$ cat src/rtl/cfrc_pkg.sv
`timescale 1ns / 1ps

package cfrc_pkg;

  localparam int COUNT_WIDTH = 32;
  localparam int TOTAL_WIDTH = 32;

  localparam logic [7:0] CH_QUOTE = 8'h22;
  localparam logic [7:0] CH_COMMA = 8'h2C;
  localparam logic [7:0] CH_LF    = 8'h0A;
  localparam logic [7:0] CH_CR    = 8'h0D;

  typedef logic [COUNT_WIDTH-1:0] count_t;

  typedef enum logic [1:0] {
    SCAN_OK       = 2'd0,
    SCAN_READ_ERR = 2'd1,
    SCAN_UNTERM   = 2'd2
  } scan_status_t;

  typedef struct packed {
    scan_status_t           status;
    logic [TOTAL_WIDTH-1:0] field_total;
    logic [TOTAL_WIDTH-1:0] record_total;
  } scan_result_t;

  function automatic count_t sat_inc(input count_t v);
    sat_inc = (v == {COUNT_WIDTH{1'b1}}) ? v : v + count_t'(1);
  endfunction

endpackage

$ cat src/rtl/cfrc_scan.sv
`timescale 1ns / 1ps

module cfrc_scan import cfrc_pkg::*; (
  input  logic         clk,
  input  logic         rst_n,
  input  logic         accept,
  input  logic [7:0]   data_byte,
  input  logic         end_of_stream,
  input  logic         read_failed,
  output logic         res_valid,
  output scan_result_t res
);

  logic   inside_quotes_r, inside_quotes_nxt;
  logic   quote_pending_r, quote_pending_nxt;
  logic   record_open_r, record_open_nxt;
  logic   field_nonempty_r, field_nonempty_nxt;
  count_t field_counter_r, field_counter_nxt;
  count_t record_counter_r, record_counter_nxt;

  logic   is_quote;
  logic   outside_path;
  count_t fc_end;
  count_t rc_end;

  assign is_quote = (data_byte == CH_QUOTE);

  always_comb begin
    inside_quotes_nxt  = inside_quotes_r;
    quote_pending_nxt  = quote_pending_r;
    record_open_nxt    = record_open_r;
    field_nonempty_nxt = field_nonempty_r;
    field_counter_nxt  = field_counter_r;
    record_counter_nxt = record_counter_r;
    outside_path       = 1'b0;
    fc_end             = field_counter_r;
    rc_end             = record_counter_r;
    res_valid          = 1'b0;
    res.status         = SCAN_OK;

    if (end_of_stream) begin
      if (read_failed) begin
        res.status = SCAN_READ_ERR;
      end else if (inside_quotes_r && !quote_pending_r) begin
        res.status = SCAN_UNTERM;
      end else if (record_open_r) begin
        fc_end = sat_inc(field_counter_r);
        rc_end = sat_inc(record_counter_r);
      end
      res_valid          = accept;
      inside_quotes_nxt  = 1'b0;
      quote_pending_nxt  = 1'b0;
      record_open_nxt    = 1'b0;
      field_nonempty_nxt = 1'b0;
      field_counter_nxt  = '0;
      record_counter_nxt = '0;
    end else begin
      record_open_nxt = 1'b1;
      if (inside_quotes_r) begin
        if (quote_pending_r) begin
          quote_pending_nxt = 1'b0;
          if (is_quote) begin
            field_nonempty_nxt = 1'b1;
          end else begin
            inside_quotes_nxt = 1'b0;
            outside_path      = 1'b1;
          end
        end else if (is_quote) begin
          quote_pending_nxt = 1'b1;
        end else begin
          field_nonempty_nxt = 1'b1;
        end
      end else begin
        outside_path = 1'b1;
      end

      if (outside_path) begin
        if (is_quote && !field_nonempty_r) begin
          inside_quotes_nxt  = 1'b1;
          field_nonempty_nxt = 1'b1;
        end else if (data_byte == CH_COMMA) begin
          field_counter_nxt  = sat_inc(field_counter_r);
          field_nonempty_nxt = 1'b0;
        end else if (data_byte == CH_LF) begin
          field_counter_nxt  = sat_inc(field_counter_r);
          record_counter_nxt = sat_inc(record_counter_r);
          record_open_nxt    = 1'b0;
          field_nonempty_nxt = 1'b0;
        end else if (data_byte != CH_CR) begin
          field_nonempty_nxt = 1'b1;
        end
      end
    end

    res.field_total  = TOTAL_WIDTH'(fc_end);
    res.record_total = TOTAL_WIDTH'(rc_end);
  end

  always_ff @(posedge clk) begin
    if (!rst_n) begin
      inside_quotes_r  <= 1'b0;
      quote_pending_r  <= 1'b0;
      record_open_r    <= 1'b0;
      field_nonempty_r <= 1'b0;
      field_counter_r  <= '0;
      record_counter_r <= '0;
    end else if (accept) begin
      inside_quotes_r  <= inside_quotes_nxt;
      quote_pending_r  <= quote_pending_nxt;
      record_open_r    <= record_open_nxt;
      field_nonempty_r <= field_nonempty_nxt;
      field_counter_r  <= field_counter_nxt;
      record_counter_r <= record_counter_nxt;
    end
  end

endmodule

$ cat src/rtl/cfrc_out_reg.sv
`timescale 1ns / 1ps

module cfrc_out_reg import cfrc_pkg::*; (
  input  logic         clk,
  input  logic         rst_n,
  input  logic         load,
  input  scan_result_t load_data,
  input  logic         out_ready,
  output logic         out_valid,
  output logic         has_room,
  output scan_result_t out_data
);

  logic         valid_r, valid_nxt;
  scan_result_t data_r;

  assign has_room  = !valid_r || out_ready;
  assign out_valid = valid_r;
  assign out_data  = data_r;

  always_comb begin
    valid_nxt = valid_r;
    if (load) begin
      valid_nxt = 1'b1;
    end else if (out_ready) begin
      valid_nxt = 1'b0;
    end
  end

  always_ff @(posedge clk) begin
    if (!rst_n) begin
      valid_r <= 1'b0;
    end else begin
      valid_r <= valid_nxt;
    end
  end

  always_ff @(posedge clk) begin
    if (load) begin
      data_r <= load_data;
    end
  end

endmodule

$ cat src/rtl/csv_field_record_counter_core.sv
`timescale 1ns / 1ps
// a result word is registered and appears in the cycle after its end-of-stream word is accepted
// throughput: one input word per cycle while the result slot is empty or being drained
// any input word waits while an earlier result is still held by the sink
// reset (rst_n low, synchronous) clears quote/record state, both counters and out_valid

module csv_field_record_counter_core import cfrc_pkg::*; (
  input  logic                   clk,
  input  logic                   rst_n,
  input  logic                   in_valid,
  output logic                   in_ready,
  input  logic [7:0]             in_data_byte,
  input  logic                   in_end_of_stream,
  input  logic                   in_read_failed,
  output logic                   out_valid,
  input  logic                   out_ready,
  output logic [1:0]             out_scan_status,
  output logic [TOTAL_WIDTH-1:0] out_field_total,
  output logic [TOTAL_WIDTH-1:0] out_record_total
);

  logic         accept;
  logic         res_valid;
  logic         has_room;
  scan_result_t res;
  scan_result_t out_data;

  assign in_ready = has_room;
  assign accept   = in_valid && has_room;

  cfrc_scan u_scan (
    .clk           (clk),
    .rst_n         (rst_n),
    .accept        (accept),
    .data_byte     (in_data_byte),
    .end_of_stream (in_end_of_stream),
    .read_failed   (in_read_failed),
    .res_valid     (res_valid),
    .res           (res)
  );

  cfrc_out_reg u_out_reg (
    .clk       (clk),
    .rst_n     (rst_n),
    .load      (res_valid),
    .load_data (res),
    .out_ready (out_ready),
    .out_valid (out_valid),
    .has_room  (has_room),
    .out_data  (out_data)
  );

  assign out_scan_status  = out_data.status;
  assign out_field_total  = out_data.field_total;
  assign out_record_total = out_data.record_total;

endmodule

$ cat config.mk
export PLATFORM = sky130hd
export DESIGN_NAME = csv_field_record_counter_core
export DESIGN_NICKNAME = d
export VERILOG_FILES = /design/src/rtl/cfrc_pkg.sv /design/src/rtl/cfrc_scan.sv /design/src/rtl/cfrc_out_reg.sv /design/src/rtl/csv_field_record_counter_core.sv
export SDC_FILE = /design/constraint.sdc
export NUM_CORES = 1
export LEC_CHECK = 0
export BUFFER_PORTS_ARGS = -buffer_cell sky130_fd_sc_hd__clkbuf_2
export CAP_MARGIN = 20
export CORE_AREA = 2 2 112 114
export DETAILED_ROUTE_END_ITERATION = 8
export DIE_AREA = 0 0 114 116
export GPL_TIMING_DRIVEN = 0
export PLACE_DENSITY_LB_ADDON = 0.15
export SLEW_MARGIN = 20
export SYNTH_ARGS = -nofsm -noshare
export SYNTH_HDL_FRONTEND = slang
export SYNTH_SLANG_ARGS = --single-unit
$ cat constraint.sdc
create_clock -name clk -period 3.9 [get_ports clk]
set_clock_uncertainty 0.05 [all_clocks]
set_input_delay 0.78 -clock clk [delete_from_list [all_inputs] [get_ports clk]]
set_output_delay 0.78 -clock clk [all_outputs]
set_load 0.05 [all_outputs]
# --- After elaboration in Yosys (flattened, before gate mapping) ---
# Index checks and enable logic that the tools add are counted.
totals:
  n_memories: 0
  reg_bits: 135
  latchBits: 0
  rom_bits: 0
  out_inout_bits: 68
  mem_bits_rw: 0
  word_cells: 91
op_classes:
  add_sub_neg: 2
  mux: 53
  bitwise: 1
  div_mod_pow: 0
  shifts: 0
  reduce_logical: 16
  magnitude_cmp: 0
  eq_ne: 8
  mul: 0
ops:
  columns: ["cell", "n"]
  rows:
  - ["32-bit 2-to-1 mux", 20]
  - ["32-bit by 1-bit adder with 32-bit output, second input constant", 2]
  - ["32-bit equality test, second input constant", 2]
  - ["1-bit 2-to-1 mux", 32]
  - ["8-bit by 6-bit equality test with 1-bit output, second input constant", 2]
  - ["8-bit by 4-bit equality test with 1-bit output, second input constant", 1]
  - ["8-bit by 4-bit != test with 1-bit output, second input constant", 1]
  - ["2-bit nonzero test", 4]
  - ["5-bit AND reduction", 1]
  - ["2-bit != test, second input constant", 2]
  - ["4-bit AND reduction", 1]
  - ["1-bit logical AND", 3]
  - ["1-bit logical NOT", 3]
  - ["3-bit nonzero test", 1]
  - ["2-bit 2-to-1 mux", 1]
  - ["2-bit AND reduction", 1]
  - ["2-bit OR reduction", 1]
  - ["1-bit logical OR", 1]
  - ["1-bit NOT", 1]

# --- Depth between registers and ports, before layout ---
logic_depth:
  word_depth: 10
  depth_mapped: 10
  ltp_nobuf: 7

# --- Cells and area by module ---
# A second synthesis with hierarchy kept.
unflattened:
  hier_cells: 754
  area_unflattened_um2: 7039.3
modules_own_cells:
  columns: ["mod", "area_per_inst_um2", "instances", "seq_area_each_um2", "cells_per_inst"]
  rows:
  - ["cfrc_scan", 5002.3, 1, 1361.3, 683]
  - ["cfrc_out_reg", 2030.7, 1, 2001.9, 70]
  - ["csv_field_record_counter_core", 6.3, 1, 0.0, 1]

# --- Worst setup path before layout ---
# Ideal clock, no wire load.
synth_path:
  path_type: "input-to-reg"
  startpoint: "input port out_ready"
  endpoint: "register u_scan.field_counter_r[21]"
  stages: 8
  setup_time_ns: 0.117
  path_buffers: 1
  setup_slack_ns: -0.187
  t_arrival_ns: 3.920
  path_cell_list: "nand2b_1 > clkbuf_1 > nand3_1 > inv_1 > a21oi_1 > nand2_1 > o21ai_0 > a22o_1"
synth_via:
  elab_chain_len: 3
synth_lines:
  columns: ["element", "line", "rtl"]
  rows:
  - ["start: declaration", "csv_field_record_counter_core.sv:16", "input logic out_ready,"]
  - ["1-bit logical OR", "cfrc_out_reg.sv:17", "assign has_room = !valid_r || out_ready;"]
  - ["net in_ready", "csv_field_record_counter_core.sv:11", "output logic in_ready,"]
  - ["1-bit logical AND", "csv_field_record_counter_core.sv:29", "assign accept = in_valid && has_room;"]
  - ["4-bit AND reduction (no line)", null, null]
  - ["end signal: assignment", "cfrc_scan.sv:112", "field_counter_r <= field_counter_nxt;"]
  - ["end: declaration", "cfrc_scan.sv:18", "count_t field_counter_r, field_counter_nxt;"]
# The timed path passes the listed nets, and every way through them passes these cells.
# A chain may end at the register's enable or synchronous reset.

==> reports/results.ini <==
[detailed_routing]
wl_per_cell_um = 18.9
drt_first_pass_iters = 5
drtAntennaViolNets = 0
vias_per_cell = 6.38
drc = 0
dr.first_iter.drc_count = 617
vias = 6345
wl_mm = 18.8

[worst_setup_path]
worstSetupPathType = primary input to flop
worstPathMaxFanout = 10
arrival_ns = 3.52
cp-end-kind = flop
startpoint_type = primary input
cp_data_required_time_ns = 3.99

[cells_and_area]
diodes = 0
area_growth_pct = 18.1
nNetsFinal = 851
n_fill_cell = 954
stdcell_area_um2 = 8140
layout-drive-gt1-share_pct = 15.8

[clock_tree]
cts_tree = built
clk_latency_ns = 0.42
cts_made_buffers = 17
cts_root_buffer = clkbuf_16
clk_pin_slew_ns = 0.05
cts_resized = 0
hold_buffers = 0
clockBufferDepth = 2
htree_levels = 4
cts_sinks = 135
postCtsSetupRepairBufs = 0

[synthesis]
synth_xor_area_share_pct = 8.64
syn_area_um2 = 6900
synth_edf_count = 66
syn_avg_cell_area_um2 = 9.39
synth_fa_ha_area_share_pct = 0.363
synth_top_family_by_area = simple AND/OR/NAND/NOR gates
synth.area.mux_share_pct = 0.327
synth-main-ff-cell = dfxtp_1
syn_inst = 734
synthArstFlopShare_pct = 0
synth.yosys.seq_area_share_pct = 48.8
ys_ff_latch = 135
synth_compound_area_share_pct = 15.3
yosysWarnings = 0
yosys.area_share.simple_pct = 23.2
ys_types = 52
syn-num-nets = 750

[global_route]
track_usage_pct = 29.0
grt_antenna_before_repair = 0
grt_max_degree = 34
grt_pass1_vias = 5750
overflow = 0
grt_pass1_wl_mm = 29.6

[pwr]
p_leak_nw = 2.92
total_power_mw = 3.44
p_per_area_nw_per_um2 = 422
ir_drop_mv = 0.284

[floorplanning]
initial_core_util_pct = 57.9
die-height_um = 116
core_um2 = 11900
die_area_um2 = 13200
rows = 40
io_pins = 82
die_x_um = 114

[timing]
fmax_mhz = 291
slew_headroom_pct = 38.1
hold_viol_final = 0
fin_crit_ns = 3.43
drv_slew = 0
period_share_pct = 88.0
setup_slack_ns = 0.469
tightest_slew_ns = 0.921
rsz0062_at_grt = no
setup_viol = 0

[min_path]
hold_path_class = flop to flop

[placement]
place.gp.congestion = 0.952
hpwl_mm = 13.2
dpl_worst_slack_ns = 0.157
place_area_um2 = 7520
port_buffers = 80

[run]
drv_cap = 0

[run_status]
status = finished, final reports clean

## final cells by class
cell class,count,area [µm²],share of cell area (%)
clock inverters,7,115,1.41
inverters,10,41.3,0.507
plain buffers,48,194,2.38
repair buffers,82,440,5.41
flip-flops and latches,135,3360,41.3
well taps,147,184,2.26
clock buffers,25,505,6.21
multi-input cells,541,3300,40.5
## worst max-delay path: stages
cell,delay [ns]
clkbuf_1,0.34
clkinv_1,0.39
nor2_1,0.22
and3_1,0.22
clkbuf_1,0.62
buf_1,0.60
nand2_1,0.14
xnor2_1,0.20
## sequential cells by signal, indices dropped and copies added, names as in the netlist
register	flops
u_scan.inside_quotes_r	1
u_out_reg.out_data	66
u_out_reg.out_valid	1
u_scan.field_nonempty_r	1
u_scan.record_counter_r	32
u_scan.field_counter_r	32
u_scan.quote_pending_r	1
u_scan.record_open_r	1
## cell families (layout without fill, tap and decap cells)
family / after synthesis / count (layout)
AO/OA/AOI/OAI: 164 / 164
XOR/XNOR: 68 / 68
adder cells (fa/ha/maj): 2 / 2
buffers and inverters: 58 / 172
flip-flops: 135 / 135
multiplexers: 2 / 2
AND/OR/NAND/NOR: 305 / 305
## power by group
group,internal [mW],total [mW],switching [mW]
Clock,1.09,1.67,0.579
Sequential,1.52,1.53,0.0122
Combinational,0.0457,0.243,0.198
Total,2.65,3.44,0.789
## placed cells by master, fill, tap and decap left out, types with 4 or more instances in the layout
master / count
o211a_1: 5
a311oi_1: 8
nand2_1: 59
a31oi_1: 17
buf_2: 5
o211ai_1: 6
nor3_1: 31
or2_2: 4
inv_1: 7
or3_1: 8
and4_1: 4
or4_1: 5
clkbuf_8: 5
a41oi_1: 8
xnor2_1: 41
nor2_1: 49
nand4_1: 35
clkbuf_1: 41
clkbuf_2: 80
o41ai_1: 6
nand3_1: 55
clkbuf_16: 17
a21o_1: 6
dfxtp_1: 69
a21oi_1: 29
o31ai_1: 18
nand2b_1: 4
nor4_1: 9
o21ai_0: 51
edfxtp_1: 66
and2_1: 11
xor2_1: 27
and3_1: 15
## metrics by stage
step | cells | utilization (%) | TNS (ns) | hold slack, ns
2_1_floorplan | 734 | - | 0 | 0.400
3_3_place_gp | 961 | 62.8 | -1.84 | 0.422
3_5_place_dp | 963 | 63.2 | 0 | 0.441
4_1_cts | 995 | 68.4 | 0 | 0.450
5_1_grt | 995 | 68.4 | 0 | 0.475
6_report | 995 | 68.4 | 0 | 0.452
## per-layer routing
metal | routed length (µm) | track usage, % | vias up
li1 | - | - | 2965
met1 | 8330 | 42.1 | 2953
met2 | 7920 | 41.3 | 374
met3 | 2010 | 6.69 | 53
met4 | 525 | 13.1 | 0
met5 | 0 | 0 | -
## worst paths after layout
| path | start | to | slack (ns) | cells past startpoint |
|---|---|---|---|---|
| setup reg to reg | u_scan.record_counter_r[24]$_SDFFE_PN0P_ | u_scan.record_counter_r[6]$_SDFFE_PN0P_ | 0.82 | 9 |
| hold reg to reg | u_scan.quote_pending_r$_SDFFE_PN0P_ | u_scan.quote_pending_r$_SDFFE_PN0P_ | 0.45 | 2 |
| hold / removal | u_scan.quote_pending_r$_SDFFE_PN0P_ | u_scan.quote_pending_r$_SDFFE_PN0P_ | 0.45 | 2 |
| setup / recovery | in_end_of_stream | u_out_reg.out_data[37]$_DFFE_PP_ | 0.47 | 8 |
## synth_stat cells, types with 5 or more instances
library cell | instances | area [µm²]
nor4_1 | 9 | 56.3
o211a_1 | 5 | 50.1
nor3_1 | 31 | 155
buf_2 | 5 | 25.0
xnor2_1 | 41 | 359
nand4_1 | 35 | 219
o21ai_0 | 51 | 255
nand3_1 | 55 | 275
a41oi_1 | 8 | 70.1
nor2_1 | 49 | 184
clkbuf_1 | 38 | 143
a21oi_1 | 29 | 145
inv_1 | 8 | 30.0
and2_1 | 11 | 68.8
a21o_1 | 6 | 45.0
a31oi_1 | 17 | 106
nand2_1 | 59 | 221
and3_1 | 15 | 93.8
o211ai_1 | 6 | 45.0
or3_1 | 8 | 50.1
o41ai_1 | 6 | 52.6
o31ai_1 | 18 | 135
xor2_1 | 27 | 236
a311oi_1 | 8 | 70.1
or4_1 | 5 | 37.5
edfxtp_1 | 66 | 1980
dfxtp_1 | 69 | 1380
No activity file was read; power rests on OpenSTA's default activity.
